File: src/hw/rtl/sfcs_pkg.sv
// sfcs_pkg: shared constants, codes and structs for the fractional circular shift block
// no dependencies; every other file of the block refers to it by scoped names
`timescale 1ns / 1ps

package sfcs_pkg;

  localparam int MAX_CHANNELS = 4096;
  localparam int SAMPLE_BITS  = 24;
  localparam int FRAC_BITS    = 8;
  localparam int SHIFT_BITS   = 25;
  localparam int COUNT_BITS   = 13;

  localparam int CH_BITS      = $clog2(MAX_CHANNELS);
  localparam int ADDR_BITS    = CH_BITS + 1;
  localparam int DEPTH        = 2 * MAX_CHANNELS;
  localparam int TOTAL_BITS   = COUNT_BITS + FRAC_BITS;
  localparam int WEIGHT_BITS  = FRAC_BITS + 1;
  localparam int SUM_BITS     = SAMPLE_BITS + FRAC_BITS + 3;
  localparam int DIV_CNT_BITS = $clog2(SHIFT_BITS + 1);
  localparam int CFG_IDX_BITS = 2;
  localparam int CFG_DATA_BITS = SHIFT_BITS;

  // register indexes on the configuration channel
  localparam logic [CFG_IDX_BITS-1:0] REG_SHIFT_AMOUNT    = CFG_IDX_BITS'(0);
  localparam logic [CFG_IDX_BITS-1:0] REG_CHANNELS_IN_USE = CFG_IDX_BITS'(1);

  localparam logic [COUNT_BITS-1:0]  COUNT_MIN   = COUNT_BITS'(2);
  localparam logic [COUNT_BITS-1:0]  COUNT_MAX   = COUNT_BITS'(MAX_CHANNELS);
  localparam logic [WEIGHT_BITS-1:0] UNIT_WEIGHT = WEIGHT_BITS'(64'd1 << FRAC_BITS);

  localparam logic signed [SUM_BITS-1:0] ROUND_HALF =
    SUM_BITS'(64'sd1 <<< (FRAC_BITS - 1));
  localparam logic signed [SUM_BITS-1:0] SAT_HI =
    SUM_BITS'((64'sd1 <<< (SAMPLE_BITS - 1)) - 64'sd1);
  localparam logic signed [SUM_BITS-1:0] SAT_LO =
    SUM_BITS'(-(64'sd1 <<< (SAMPLE_BITS - 1)));

  typedef enum logic [1:0] {
    CS_IDLE,
    CS_SHIFT_GO,
    CS_SHIFT_RUN,
    CS_WHOLE_RUN
  } cfg_state_t;

  // shift settings from the configuration block to the buffer stage
  typedef struct packed {
    logic                  busy;
    logic [COUNT_BITS-1:0] n;
    logic [CH_BITS-1:0]    pend_k;
    logic [FRAC_BITS-1:0]  pend_r;
    logic [CH_BITS-1:0]    k_cur;
    logic [FRAC_BITS-1:0]  frac;
  } shift_ctl_t;

  // buffer stage to interpolation stage
  typedef struct packed {
    logic                   valid;
    logic                   last;
    logic [FRAC_BITS-1:0]   weight;
    logic [SAMPLE_BITS-1:0] data_a;
    logic [SAMPLE_BITS-1:0] data_b;
  } stage_t;

endpackage

File: src/hw/rtl/sfcs_if.sv


interface sfcs_out_if;
  logic                                  valid;
  logic                                  ready;
  logic signed [sfcs_pkg::SAMPLE_BITS-1:0] sample_out;
  logic                                  frame_end;
  modport source (output valid, output sample_out, output frame_end, input ready);
  modport sink   (input valid, input sample_out, input frame_end, output ready);
endinterface


File: src/hw/rtl/sfcs_interp.sv
// sfcs_interp: weighted sum of two neighbor samples, rounding and the result register
// depends on sfcs_pkg and sfcs_if
`timescale 1ns / 1ps

module sfcs_interp (
  input  logic             clk,
  input  logic             rst_n,
  input  sfcs_pkg::stage_t stage,
  output logic             take,
  sfcs_out_if.source       out_chan
);

  logic                                  out_valid_r;
  logic [sfcs_pkg::SAMPLE_BITS-1:0]      sample_out_r;
  logic                                  frame_end_r;

  logic [sfcs_pkg::WEIGHT_BITS-1:0]      wa;
  logic [sfcs_pkg::WEIGHT_BITS-1:0]      wb;
  logic signed [sfcs_pkg::SUM_BITS-1:0]  prod_a;
  logic signed [sfcs_pkg::SUM_BITS-1:0]  prod_b;
  logic signed [sfcs_pkg::SUM_BITS-1:0]  rounded;
  logic signed [sfcs_pkg::SUM_BITS-1:0]  q;
  logic signed [sfcs_pkg::SUM_BITS-1:0]  q_sat;

  assign take = !out_valid_r || out_chan.ready;

  always_comb begin
    wb      = sfcs_pkg::WEIGHT_BITS'(stage.weight);
    wa      = sfcs_pkg::UNIT_WEIGHT - wb;
    prod_a  = $signed({1'b0, wa}) * $signed(stage.data_a);
    prod_b  = $signed({1'b0, wb}) * $signed(stage.data_b);
    rounded = prod_a + prod_b + sfcs_pkg::ROUND_HALF;
    // arithmetic shift floors, so ties go toward plus infinity
    q       = rounded >>> sfcs_pkg::FRAC_BITS;
    if (q > sfcs_pkg::SAT_HI) begin
      q_sat = sfcs_pkg::SAT_HI;
    end else if (q < sfcs_pkg::SAT_LO) begin
      q_sat = sfcs_pkg::SAT_LO;
    end else begin
      q_sat = q;
    end
  end

  always_ff @(posedge clk) begin
    if (!rst_n) begin
      out_valid_r <= 1'b0;
    end else if (take) begin
      out_valid_r <= stage.valid;
    end
  end

  always_ff @(posedge clk) begin
    if (take && stage.valid) begin
      sample_out_r <= q_sat[sfcs_pkg::SAMPLE_BITS-1:0];
      frame_end_r  <= stage.last;
    end
  end

  assign out_chan.valid      = out_valid_r;
  assign out_chan.sample_out = sample_out_r;
  assign out_chan.frame_end  = frame_end_r;

endmodule

File: src/flat_wrapper.sv
// flat-port wrapper written by rule: the top's interface ports become plain ports
module sfcs_interp_flat 
  (clk, rst_n, stage, take, out_chan_valid, out_chan_sample_out, out_chan_frame_end, out_chan_ready);
  sfcs_out_if out_chan_i ();
  input  logic clk;
  input  logic rst_n;
  input  sfcs_pkg::stage_t stage;
  output logic take;
  output wire logic [$bits(out_chan_i.valid)-1:0] out_chan_valid;
  output wire logic [$bits(out_chan_i.sample_out)-1:0] out_chan_sample_out;
  output wire logic [$bits(out_chan_i.frame_end)-1:0] out_chan_frame_end;
  input wire logic [$bits(out_chan_i.ready)-1:0] out_chan_ready;
  assign out_chan_valid = out_chan_i.valid;
  assign out_chan_sample_out = out_chan_i.sample_out;
  assign out_chan_frame_end = out_chan_i.frame_end;
  assign out_chan_i.ready = out_chan_ready;
  sfcs_interp u_core (.clk(clk), .rst_n(rst_n), .stage(stage), .take(take), .out_chan(out_chan_i));
endmodule
File: config.mk
export PLATFORM = sky130hd
export DESIGN_NAME = sfcs_interp_flat
export DESIGN_NICKNAME = d
export VERILOG_FILES = /design/src/hw/rtl/sfcs_pkg.sv /design/src/hw/rtl/sfcs_if.sv /design/src/hw/rtl/sfcs_interp.sv /design/src/flat_wrapper.sv
export SDC_FILE = /design/constraint.sdc
export NUM_CORES = 1
export LEC_CHECK = 0
export BUFFER_PORTS_ARGS = -buffer_cell sky130_fd_sc_hd__buf_4
export CAP_MARGIN = 20
export CORE_MARGIN = 2
export CORE_UTILIZATION = 50
export DETAILED_ROUTE_END_ITERATION = 8
export PLACE_DENSITY = 0.77
export SLEW_MARGIN = 40
export SYNTH_ARGS = -nofsm -noshare
export SYNTH_HDL_FRONTEND = slang
export SYNTH_SLANG_ARGS = --single-unit
File: constraint.sdc
create_clock -name clk -period 12.61 [get_ports clk]
set_input_delay 0.6305 -clock clk [delete_from_list [all_inputs] [get_ports clk]]
set_output_delay 0.6305 -clock clk [all_outputs]
set_load 0.005 [all_outputs]
==> metrics.yaml <==
global_routing:
  gr-usage-all-layers: 0.232
  grt_util_met3: 0.00957
  grt_pass1_wl_um: 69500
  busiest_layer: "met2"
  grtUsageMet2: 0.430
  overflow: 0
  antenna_found_initial: 0
  use_met1: 0.304
  grt_start_max_net_pins: 51
  grt_pass1_vias: 14300
layout:
  utilization: 0.540
  fill_cells: 3129
  antenna_cells: 0
  drive_gt1_frac: 0.0587
  syn_to_final_growth_pct: 6.73
  fin_nets: 2623
  design_area_um2: 18600
sta:
  fmax_ghz: 0.102
  setup_viol: 0
  rsz0062_at_grt: "false"
  tightest_slew_ps: 860
  fin_tns_setup_ps: 0
  min_period_over_period: 0.780
  clock_skew_ps: 1.22
  relSlewSlack: 0.427
  min_period_ps: 9840
  finalHoldViolations: 0
  slew_viol_final: 0
critical_path:
  r2r_cells: 2
  crit_slowest_cell: "xnor2_4"
  critPathBufInv: 7
  reg2reg_from: "u_core.out_chan.valid"
  start_kind: "input pin"
  path_class: "input pin to register"
  path_common_cell: "inv_1"
  critPathCaptureType: "register"
  max_stage_delay_ps: 610
  cp.arrival_ps: 9980
  worstPathRequired_ps: 12740
  rr_endpoint: "u_core.out_chan.sample_out[6]"
  worstPathMaxFanout: 50
  cp_top_family: "adder cells"
  rrSetupSlack_ps: 11300
routing:
  routed_wl_um: 40300
  route.detailed.drc: 0
  drtAntennaViolNets: 0
  drt_iter0_drc: 651
  wl_per_cell_um: 16.2
  viasPerCell: 5.40
  drt_pre_antenna_iters: 5
  num_vias: 13400
clocking:
  insertion_delay_ps: 260
  cts_sinks: 26
  postCtsHoldBufs: 0
  cts_resized: 0
  clk_pin_slew_worst_paths_ps: 70
  post_cts_buffers: 0
  htree_levels: 1
  cts_tree: "built"
  clk_path_buf_depth: 2
  numCtsBuffers: 3
  clock-root-buffer: "clkbuf_16"
yosys:
  synth_top_area_share: 0.377
  synth_edf_count: 25
  syn_nets: 2581
  yosysMostFrequentCell: "inv_1"
  synth_cells: 1987
  yosys.cell_types.count: 69
  synth.area.top_cells: "fa_1 38%, ha_1 15%, inv_1 9.0%"
  ys_ff_latch: 26
  synth_area_um2: 17400
  ys.warnings.count: 0
  syn_avg_cell_area_um2: 8.77
  yosysSeqAreaShare: 0.0442
  yosys-top-cells-count: "418 x inv_1, 328 x fa_1, 242 x and2_1, 211 x nand2_1, 205 x ha_1"
  ys_async_sr_fraction: 0
  synthFlopType: "edfxtp_1"
  synth_top_area_cell: "fa_1"
run:
  drv_cap: 0
placed_design:
  place_congestion: 0.913
  io_buffers: 87
  place_area_um2: 18500
  dp_hpwl_um: 33900
die:
  dieHeight_um: 191
  row_count: 68
  die-area_um2: 36400
  initial_core_util: 0.506
  ios: 88
  core_um2: 34500
  fp.dieW_um: 191
worst_hold_path:
  hold_start: "u_core.out_chan.valid"
  holdCritPathClass: "register to register"
  min_delay_worst_endpoint: "u_core.out_chan.valid"
  holdPathStages: 2
run_status:
  status: "finished, final reports clean"
cells in the final DEF, fill, tap and decap left out, drive strengths merged, types with 6 or more instances in the layout:
master  instances
a211oi         10
a21o           58
a21oi          70
and2          242
and3           10
buf            92
edfxtp         25
fa            328
ha            205
inv           418
nand2         211
nand2b          9
nand3          17
nand4           9
nor2           58
nor2b           6
nor3           15
nor4            6
o211ai         10
o21a           15
o21ai          35
o21bai         14
or3             8
xnor2          68
xor2           24
cell families (layout without fill, tap and decap cells):
group           Yosys count  in the layout  share of synthesized area
simple gates            602            602                      0.177
fa+ha+maj               533            533                      0.524
buf+inv                 473            514                      0.104
compound gates          260            260                      0.104
xor+xnor                 92             92                     0.0462
flops                    26             26                     0.0442
mux                       1              1                   0.000574
how the worst max path moves through the flow:
stage,start,end,slack (ps),cells past startpoint
5_1_grt,stage[48],u_core.out_chan.sample_out[11],2330,34
2_1_floorplan,stage[48],u_core.out_chan.sample_out[5],3530,37
3_5_place_dp,stage[48],u_core.out_chan.sample_out[11],2660,34
3_3_place_gp,stage[48],u_core.out_chan.sample_out[11],2520,34
6_report,stage[48],u_core.out_chan.sample_out[11],2770,34
4_1_cts,stage[48],u_core.out_chan.sample_out[11],2880,34
metrics by stage:
step / cells / hold slack (ps) / setup WS [ps]
floorplan: 1987 / 537 / 3530
global placement: 2479 / 510 / 2520
detailed placement: 2479 / 533 / 2660
CTS: 2483 / 541 / 2880
global route: 2483 / 545 / 2330
finish: 2483 / 538 / 2770
tightest hold or removal path, delay by kind of cell, from the launching register on:
kind	cells	cell delay [ps]
AND/OR/NAND/NOR	1	100
AO/OA/AOI/OAI	1	80
flip-flops	1	310
registers in the layout, indices dropped and copies added (netlist names):
signal	count
u_core.out_chan.valid	1
u_core.out_chan.sample_out	24
u_core.out_chan.frame_end	1
final cells by class:
cell class | count | area (um2) | share of cell area
clock buffers | 3 | 75.1 | 0.00404
clock inverters | 1 | 30.0 | 0.00161
inverters | 418 | 1570 | 0.0844
multi-input cells | 1488 | 14900 | 0.801
flip-flops and latches | 26 | 771 | 0.0414
well taps | 455 | 569 | 0.0306
repair buffers | 92 | 691 | 0.0371
routing by layer:
layer / wire length [um] / share of wire
met3: 1390 / 0.034
met4: 671 / 0.017
met5: 0 / 0
met1: 17200 / 0.43
met2: 21000 / 0.52
Power is left out: the tool's default activity adds up to more than one toggle a clock period on the data nets, which glitch-free logic cannot reach.
