[src/hw/rtl/sfcs_pkg.sv]
// sfcs_pkg: shared constants, codes and structs for the fractional circular shift block
// no dependencies; every other file of the block refers to it by scoped names
`timescale 1ns / 1ps

package sfcs_pkg;

  localparam int MAX_CHANNELS = 4096;
  localparam int SAMPLE_BITS  = 24;
  localparam int FRAC_BITS    = 8;
  localparam int SHIFT_BITS   = 25;
  localparam int COUNT_BITS   = 13;

  localparam int CH_BITS      = $clog2(MAX_CHANNELS);
  localparam int ADDR_BITS    = CH_BITS + 1;
  localparam int DEPTH        = 2 * MAX_CHANNELS;
  localparam int TOTAL_BITS   = COUNT_BITS + FRAC_BITS;
  localparam int WEIGHT_BITS  = FRAC_BITS + 1;
  localparam int SUM_BITS     = SAMPLE_BITS + FRAC_BITS + 3;
  localparam int DIV_CNT_BITS = $clog2(SHIFT_BITS + 1);
  localparam int CFG_IDX_BITS = 2;
  localparam int CFG_DATA_BITS = SHIFT_BITS;

  // register indexes on the configuration channel
  localparam logic [CFG_IDX_BITS-1:0] REG_SHIFT_AMOUNT    = CFG_IDX_BITS'(0);
  localparam logic [CFG_IDX_BITS-1:0] REG_CHANNELS_IN_USE = CFG_IDX_BITS'(1);

  localparam logic [COUNT_BITS-1:0]  COUNT_MIN   = COUNT_BITS'(2);
  localparam logic [COUNT_BITS-1:0]  COUNT_MAX   = COUNT_BITS'(MAX_CHANNELS);
  localparam logic [WEIGHT_BITS-1:0] UNIT_WEIGHT = WEIGHT_BITS'(64'd1 << FRAC_BITS);

  localparam logic signed [SUM_BITS-1:0] ROUND_HALF =
    SUM_BITS'(64'sd1 <<< (FRAC_BITS - 1));
  localparam logic signed [SUM_BITS-1:0] SAT_HI =
    SUM_BITS'((64'sd1 <<< (SAMPLE_BITS - 1)) - 64'sd1);
  localparam logic signed [SUM_BITS-1:0] SAT_LO =
    SUM_BITS'(-(64'sd1 <<< (SAMPLE_BITS - 1)));

  typedef enum logic [1:0] {
    CS_IDLE,
    CS_SHIFT_GO,
    CS_SHIFT_RUN,
    CS_WHOLE_RUN
  } cfg_state_t;

  // shift settings from the configuration block to the buffer stage
  typedef struct packed {
    logic                  busy;
    logic [COUNT_BITS-1:0] n;
    logic [CH_BITS-1:0]    pend_k;
    logic [FRAC_BITS-1:0]  pend_r;
    logic [CH_BITS-1:0]    k_cur;
    logic [FRAC_BITS-1:0]  frac;
  } shift_ctl_t;

  // buffer stage to interpolation stage
  typedef struct packed {
    logic                   valid;
    logic                   last;
    logic [FRAC_BITS-1:0]   weight;
    logic [SAMPLE_BITS-1:0] data_a;
    logic [SAMPLE_BITS-1:0] data_b;
  } stage_t;

endpackage

[src/hw/rtl/sfcs_if.sv]


interface sfcs_cfg_if;
  logic                                   valid;
  logic                                   ready;
  logic [sfcs_pkg::CFG_IDX_BITS-1:0]      index;
  logic [sfcs_pkg::CFG_DATA_BITS-1:0]     data;
  modport source (output valid, output index, output data, input ready);
  modport sink   (input valid, input index, input data, output ready);
endinterface

[src/hw/rtl/sfcs_rem_div.sv]
// sfcs_rem_div: restoring remainder unit, one dividend bit per cycle
// depends on sfcs_pkg
`timescale 1ns / 1ps

module sfcs_rem_div (
  input  logic                            clk,
  input  logic                            rst_n,
  input  logic                            start,
  input  logic [sfcs_pkg::SHIFT_BITS-1:0] dividend,
  input  logic [sfcs_pkg::TOTAL_BITS-1:0] divisor,
  output logic                            done,
  output logic [sfcs_pkg::TOTAL_BITS-1:0] rem
);

  logic [sfcs_pkg::SHIFT_BITS-1:0]   dvd_r;
  logic [sfcs_pkg::TOTAL_BITS-1:0]   dvs_r;
  logic [sfcs_pkg::TOTAL_BITS-1:0]   rem_r;
  logic [sfcs_pkg::TOTAL_BITS-1:0]   rem_nxt;
  logic [sfcs_pkg::TOTAL_BITS:0]     trial;
  logic [sfcs_pkg::DIV_CNT_BITS-1:0] cnt_r;
  logic                              busy_r;
  logic                              done_r;

  always_comb begin
    trial = {rem_r, dvd_r[sfcs_pkg::SHIFT_BITS-1]};
    if (trial >= {1'b0, dvs_r}) begin
      rem_nxt = sfcs_pkg::TOTAL_BITS'(trial - {1'b0, dvs_r});
    end else begin
      rem_nxt = trial[sfcs_pkg::TOTAL_BITS-1:0];
    end
  end

  always_ff @(posedge clk) begin
    if (!rst_n) begin
      busy_r <= 1'b0;
      done_r <= 1'b0;
      cnt_r  <= '0;
    end else begin
      done_r <= 1'b0;
      if (start) begin
        busy_r <= 1'b1;
        cnt_r  <= sfcs_pkg::DIV_CNT_BITS'(sfcs_pkg::SHIFT_BITS);
      end else if (busy_r) begin
        cnt_r <= cnt_r - sfcs_pkg::DIV_CNT_BITS'(1);
        if (cnt_r == sfcs_pkg::DIV_CNT_BITS'(1)) begin
          busy_r <= 1'b0;
          done_r <= 1'b1;
        end
      end
    end
  end

  always_ff @(posedge clk) begin
    if (start) begin
      dvd_r <= dividend;
      dvs_r <= divisor;
      rem_r <= '0;
    end else if (busy_r) begin
      dvd_r <= dvd_r << 1;
      rem_r <= rem_nxt;
    end
  end

  assign done = done_r;
  assign rem  = rem_r;

endmodule

[src/hw/rtl/sfcs_cfg.sv]
// sfcs_cfg: configuration registers and reduction of the shift to whole and fraction parts
// depends on sfcs_pkg, sfcs_if and sfcs_rem_div
`timescale 1ns / 1ps

module sfcs_cfg (
  input  logic                 clk,
  input  logic                 rst_n,
  sfcs_cfg_if.sink             cfg_chan,
  input  logic                 latch,
  output sfcs_pkg::shift_ctl_t ctl
);

  sfcs_pkg::cfg_state_t state_r;
  sfcs_pkg::cfg_state_t state_nxt;

  logic [sfcs_pkg::SHIFT_BITS-1:0] shift_r;
  logic [sfcs_pkg::COUNT_BITS-1:0] count_r;
  logic [sfcs_pkg::CH_BITS-1:0]    pend_k_r;
  logic [sfcs_pkg::FRAC_BITS-1:0]  pend_r_r;
  logic [sfcs_pkg::CH_BITS-1:0]    ws_r;
  logic [sfcs_pkg::FRAC_BITS-1:0]  fw_r;
  logic [sfcs_pkg::CH_BITS-1:0]    k_cur_r;

  logic                            cfg_acc;
  logic                            idx_ok;
  logic [sfcs_pkg::COUNT_BITS-1:0] n;
  logic [sfcs_pkg::TOTAL_BITS-1:0] total;
  logic [sfcs_pkg::SHIFT_BITS-1:0] shift_mag;
  logic [sfcs_pkg::TOTAL_BITS-1:0] rem_fix;

  logic                            div_start;
  logic [sfcs_pkg::SHIFT_BITS-1:0] div_dvd;
  logic [sfcs_pkg::TOTAL_BITS-1:0] div_dvs;
  logic                            div_done;
  logic [sfcs_pkg::TOTAL_BITS-1:0] div_rem;

  assign cfg_chan.ready = (state_r == sfcs_pkg::CS_IDLE);
  assign cfg_acc = cfg_chan.valid && cfg_chan.ready;
  assign idx_ok  = (cfg_chan.index == sfcs_pkg::REG_SHIFT_AMOUNT) ||
                   (cfg_chan.index == sfcs_pkg::REG_CHANNELS_IN_USE);

  // frame length with out of range counts clamped
  always_comb begin
    if (count_r < sfcs_pkg::COUNT_MIN) begin
      n = sfcs_pkg::COUNT_MIN;
    end else if (count_r > sfcs_pkg::COUNT_MAX) begin
      n = sfcs_pkg::COUNT_MAX;
    end else begin
      n = count_r;
    end
  end

  assign total     = {n, {sfcs_pkg::FRAC_BITS{1'b0}}};
  assign shift_mag = shift_r[sfcs_pkg::SHIFT_BITS-1] ? (~shift_r + 1'b1) : shift_r;
  // true modulo for negative shifts
  assign rem_fix   = (shift_r[sfcs_pkg::SHIFT_BITS-1] && (div_rem != '0)) ?
                     (total - div_rem) : div_rem;

  sfcs_rem_div u_rem_div (
    .clk      (clk),
    .rst_n    (rst_n),
    .start    (div_start),
    .dividend (div_dvd),
    .divisor  (div_dvs),
    .done     (div_done),
    .rem      (div_rem)
  );

  always_comb begin
    state_nxt = state_r;
    div_start = 1'b0;
    div_dvd   = shift_mag;
    div_dvs   = total;
    case (state_r)
      sfcs_pkg::CS_IDLE: begin
        if (cfg_acc && idx_ok) begin
          state_nxt = sfcs_pkg::CS_SHIFT_GO;
        end
      end
      sfcs_pkg::CS_SHIFT_GO: begin
        div_start = 1'b1;
        state_nxt = sfcs_pkg::CS_SHIFT_RUN;
      end
      sfcs_pkg::CS_SHIFT_RUN: begin
        if (div_done) begin
          // latched whole shift reduced by the new frame length
          div_start = 1'b1;
          div_dvd   = sfcs_pkg::SHIFT_BITS'(ws_r);
          div_dvs   = sfcs_pkg::TOTAL_BITS'(n);
          state_nxt = sfcs_pkg::CS_WHOLE_RUN;
        end
      end
      sfcs_pkg::CS_WHOLE_RUN: begin
        if (div_done) begin
          state_nxt = sfcs_pkg::CS_IDLE;
        end
      end
      default: begin
        state_nxt = sfcs_pkg::CS_IDLE;
      end
    endcase
  end

  always_ff @(posedge clk) begin
    if (!rst_n) begin
      state_r  <= sfcs_pkg::CS_IDLE;
      shift_r  <= '0;
      count_r  <= sfcs_pkg::COUNT_MAX;
      pend_k_r <= '0;
      pend_r_r <= '0;
      ws_r     <= '0;
      fw_r     <= '0;
      k_cur_r  <= '0;
    end else begin
      state_r <= state_nxt;
      if (cfg_acc && (cfg_chan.index == sfcs_pkg::REG_SHIFT_AMOUNT)) begin
        shift_r <= cfg_chan.data[sfcs_pkg::SHIFT_BITS-1:0];
      end
      if (cfg_acc && (cfg_chan.index == sfcs_pkg::REG_CHANNELS_IN_USE)) begin
        count_r <= cfg_chan.data[sfcs_pkg::COUNT_BITS-1:0];
      end
      if ((state_r == sfcs_pkg::CS_SHIFT_RUN) && div_done) begin
        pend_k_r <= rem_fix[sfcs_pkg::FRAC_BITS +: sfcs_pkg::CH_BITS];
        pend_r_r <= rem_fix[sfcs_pkg::FRAC_BITS-1:0];
      end
      if ((state_r == sfcs_pkg::CS_WHOLE_RUN) && div_done) begin
        k_cur_r <= div_rem[sfcs_pkg::CH_BITS-1:0];
      end else if (latch) begin
        ws_r    <= pend_k_r;
        fw_r    <= pend_r_r;
        k_cur_r <= pend_k_r;
      end
    end
  end

  always_comb begin
    ctl.busy   = (state_r != sfcs_pkg::CS_IDLE);
    ctl.n      = n;
    ctl.pend_k = pend_k_r;
    ctl.pend_r = pend_r_r;
    ctl.k_cur  = k_cur_r;
    ctl.frac   = fw_r;
  end

endmodule

[src/flat_wrapper.sv]
// flat-port wrapper written by rule: the top's interface ports become plain ports
module sfcs_cfg_flat 
  (clk, rst_n, latch, ctl, cfg_chan_valid, cfg_chan_index, cfg_chan_data, cfg_chan_ready);
  sfcs_cfg_if cfg_chan_i ();
  input  logic clk;
  input  logic rst_n;
  input  logic latch;
  output sfcs_pkg::shift_ctl_t ctl;
  input wire logic [$bits(cfg_chan_i.valid)-1:0] cfg_chan_valid;
  input wire logic [$bits(cfg_chan_i.index)-1:0] cfg_chan_index;
  input wire logic [$bits(cfg_chan_i.data)-1:0] cfg_chan_data;
  output wire logic [$bits(cfg_chan_i.ready)-1:0] cfg_chan_ready;
  assign cfg_chan_i.valid = cfg_chan_valid;
  assign cfg_chan_i.index = cfg_chan_index;
  assign cfg_chan_i.data = cfg_chan_data;
  assign cfg_chan_ready = cfg_chan_i.ready;
  sfcs_cfg u_core (.clk(clk), .rst_n(rst_n), .cfg_chan(cfg_chan_i), .latch(latch), .ctl(ctl));
endmodule
[config.mk]
export PLATFORM = sky130hd
export DESIGN_NAME = sfcs_cfg_flat
export DESIGN_NICKNAME = d
export VERILOG_FILES = /design/src/hw/rtl/sfcs_pkg.sv /design/src/hw/rtl/sfcs_if.sv /design/src/hw/rtl/sfcs_rem_div.sv /design/src/hw/rtl/sfcs_cfg.sv /design/src/flat_wrapper.sv
export SDC_FILE = /design/constraint.sdc
export NUM_CORES = 1
export LEC_CHECK = 0
export BUFFER_PORTS_ARGS = -buffer_cell sky130_fd_sc_hd__buf_2
export CAP_MARGIN = 10
export CORE_MARGIN = 3
export CORE_UTILIZATION = 57
export CTS_CLUSTER_SIZE = 28
export DETAILED_ROUTE_END_ITERATION = 8
export GPL_TIMING_DRIVEN = 1
export PLACE_DENSITY = 0.77
export SETUP_SLACK_MARGIN = 0.3
export SYNTH_ARGS = -nofsm -noshare
export SYNTH_HDL_FRONTEND = slang
export SYNTH_SLANG_ARGS = --single-unit
[constraint.sdc]
create_clock -name clk -period 7.2 [get_ports clk]
set_input_delay 1.44 -clock clk [delete_from_list [all_inputs] [get_ports clk]]
set_output_delay 1.44 -clock clk [all_outputs]
set_load 0.005 [all_outputs]
==> impl_summary.log <==
INFO  metric cellPowerDensity = 347.4 nW/um2
INFO  metric antenna_violating_nets_post_route = 0
INFO  metric power.internal = 2.164 mW
INFO  metric path_clk_slew = 70 ps
INFO  metric cts.path.max_buffers = 2
INFO  metric critPathCaptureType = output pin
INFO  metric final-max-slew-violation-count = 0
INFO  metric grt_pass1_vias = 7651
INFO  metric htreeDepth = 4
INFO  metric total_leakage_power = 4.385 nW
INFO  metric required_time_at_the_endpoint_of_the_critical_path = 5760 ps
INFO  metric synth_fa_ha_area_frac = 0.05641
INFO  metric postSynthNetCount = 1203
INFO  metric switching_power = 1.425 mW
INFO  metric vias_per_cell = 5.968
INFO  metric initial_core_util = 0.5938
INFO  metric yosys.area_share.xor_xnor = 0.04651
INFO  metric netlist_top_cells_area = dfxtp_1 (26%), edfxtp_1 (15%), nand2_1 (8.7%)
INFO  metric fp.coreArea = 15540 um2
INFO  metric numClockSinks = 166
INFO  metric hold_viol_final = 0
INFO  metric timing.max_slew.rel_slack = 0.2491
INFO  metric ys.flop_type = dfxtp_1
INFO  metric post-route-period-util = 0.4985
INFO  metric fmaxAchievable = 278.6 MHz
INFO  metric compound_gate_fraction_of_synth_area = 0.2035
INFO  metric synth_largest_type_area_fraction = 0.2603
INFO  metric cts_hold_buf = 0
INFO  metric cts_tree = yes
INFO  metric startpoint_type = flop
INFO  metric yosys_register_bits = 166
INFO  metric grt_usage = 0.2801
INFO  metric routed_wirelength = 25210 um
INFO  metric synth_area = 9228 um2
INFO  metric synth.distinct_cells = 77
INFO  metric rows = 45
INFO  metric worstPathArrival = 2150 ps
INFO  metric diodes = 0
INFO  metric io_buffer_count = 85
INFO  metric placed_area = 9737 um2
INFO  metric clockPowerShare = 0.253
INFO  metric switching_share = 0.3970
INFO  metric cts_root_buf = clkbuf_16
INFO  metric worstMarginPinSlew = 1125 ps
INFO  metric ys_async_sr_fraction = 0
INFO  metric fin_area = 10330 um2
INFO  metric globalplace.congestion = 0.9281
INFO  metric synth_simple_gate_area_frac = 0.2115
INFO  metric worst_skew_pair.late_latency = 430 ps
INFO  metric hold_ws = 451.5 ps
INFO  metric synth_cells = 1131
INFO  metric detailedPlacementHpwl = 17950 um
INFO  metric pin_count_of_the_biggest_net_entering_global_routing = 87
INFO  metric drcViolationCount = 0
INFO  metric synth_top_family_by_area = simple AND/OR/NAND/NOR gates
INFO  metric synth.area.mux_share = 0.01736
INFO  metric critical_path.max_fanout = 8
INFO  metric post_cts_resized = 0
INFO  metric synth_area_per_cell = 8.159 um2
INFO  metric pwr-share-seq = 0.368
INFO  metric design.portCount = 86
INFO  metric most_common_library_cell_in_the_layout_ignoring_fill_and_taps = nand2_1
INFO  metric worstHoldPathType = reg2reg
INFO  metric grt.overflow.total = 0
INFO  metric setup_viol_count_final = 0
INFO  metric critical_path_class = reg2out
INFO  metric tritoncts.num_buffers = 17
INFO  metric nNetsFinal = 1253
INFO  metric antenna_violations_before_repair = 0
INFO  metric comb_power_share = 0.378
INFO  metric flow.area_growth_from_synthesis = 11.95%
INFO  metric fin_setup_tns = 0 ps
INFO  metric run_status = finished clean
INFO  metric mostFrequentLayoutCells = nand2_1 (215), dfxtp_1 (120), a21oi_1 (110), nor2_1 (86), buf_2 (85)
INFO  metric synth-edff-count = 46
INFO  metric fp.dieArea = 17750 um2
INFO  metric postLayoutCoreUtil = 0.6647
INFO  metric dieHeight = 133.2 um
INFO  metric postCtsSetupRepairBufs = 0
INFO  metric fin_worst_skew = 7.422 ps
INFO  metric synth_seq_area_share = 0.4100
INFO  metric synthesis.yosys.warnings = 0
INFO  metric chipWidth = 133.2 um
INFO  metric rsz0062_at_grt = no
INFO  metric maximum_capacitance_violations = 0
INFO  metric ir_worst_vdd = 0.2861 mV
INFO  metric routed_wire_length_per_instance = 17.95 um
INFO  metric route.vias.total = 8385
INFO  metric first_pass_grt_wire_length = 39950 um
INFO  metric drive_above_1_share = 0.1307
INFO  metric drt_pre_antenna_iters = 5
INFO  metric final_period_minus_worst_setup_slack = 3589 ps
INFO  metric starting_drc_count_in_detailed_routing = 698
INFO  metric post-synth-top-area-cell = dfxtp_1
[power groups by stage]
stage / Sequential, mW / Combinational, mW / Clock, mW
floorplan: 1.25 / 1.06 / 0
global placement: 1.33 / 1.30 / 0
detailed placement: 1.33 / 1.33 / 0
CTS: 1.31 / 1.34 / 0.915
global route: 1.33 / 1.51 / 0.954
finish: 1.32 / 1.36 / 0.909
[through the flow]
stage / power, mW / worst slack [ps] / std cells
after floorplan: 2.311 / 4133 / 1131
after global placement: 2.632 / 3810 / 1373
after detailed placement: 2.664 / 3774 / 1373
after CTS: 3.568 / 3632 / 1405
after global routing: 3.801 / 3292 / 1405
final: 3.589 / 3611 / 1405
[flip-flops by register name (all words and copies together), names as in the netlist]
register / flops
u_core.k_cur_r: 12
u_core.u_rem_div.done: 1
u_core.pend_r_r: 8
u_core.state_r: 2
u_core.u_rem_div.busy_r: 1
u_core.u_rem_div.dvd_r: 25
u_core.fw_r: 8
u_core.pend_k_r: 12
u_core.u_rem_div.dvs_r: 21
u_core.ws_r: 12
u_core.u_rem_div.cnt_r: 5
u_core.shift_r: 25
u_core.u_rem_div.rem: 21
u_core.count_r: 13
[metal layers]
layer  track usage  vias up  wire length [um]
met5             0        -                 0
met4       0.08800        0               591
met3       0.06118       49              2085
met2        0.4297      357             11140
met1        0.3974     3918             11400
li1              -     4061                 -
[cells in the mapped netlist (5+ instances only)]
cell type  number
o31ai_1         6
a311oi_1        8
nand4_1         9
buf_1          11
a31oi_1         9
and2_1          9
nor4_1          8
ha_1           40
nand2b_1        7
o41ai_1         5
nor3_1         26
nand3_1        23
a211oi_1       25
o21a_1          5
a21oi_1       110
inv_1          64
nor2_1         86
and3_1         11
o21ai_0        51
a21o_1         15
or2_2           5
nand2_1       215
mux2i_1        16
edfxtp_1       46
o211ai_1        5
dfxtp_1       120
xnor2_1        18
nor2b_1         7
clkbuf_1       45
o21ai_1        16
xor2_1         31
[path summary, 6_finish.rpt]
kind	start	end	slack, ps	depth (start not counted)
max	u_core.count_r[4]$_SDFFE_PN0P_	ctl[46]	3610	6
min	u_core.fw_r[1]$_SDFFE_PN0P_	u_core.fw_r[1]$_SDFFE_PN0P_	450	2
max reg2reg	u_core.count_r[4]$_SDFFE_PN0P_	u_core.pend_k_r[10]$_SDFFE_PN0P_	3630	13
min reg2reg	u_core.fw_r[1]$_SDFFE_PN0P_	u_core.fw_r[1]$_SDFFE_PN0P_	450	2
[kinds of logic after synthesis]
logic type,count (synthesis)
buf+inv,128
xor+xnor,49
mux,16
compound gates,298
simple gates,433
flops,166
fa+ha+maj,41
[final cells by class]
type	count	area (um2)
repair buffers	94	493.0
multi-input cells	837	4952
clock inverters	14	153.9
flip-flops and latches	166	3784
inverters	65	244.0
fillers	1352	5210
clock buffers	18	439.2
well taps	211	264.0
[worst max-delay path, cell delays in order, from the launching register on]
cell     delay [ps]
dfxtp_1         330
nor4_1          300
nand3_1         150
o21ai_1         410
nand2_1         190
inv_1           190
buf_2           140
(Power assumes the default switching activity.)
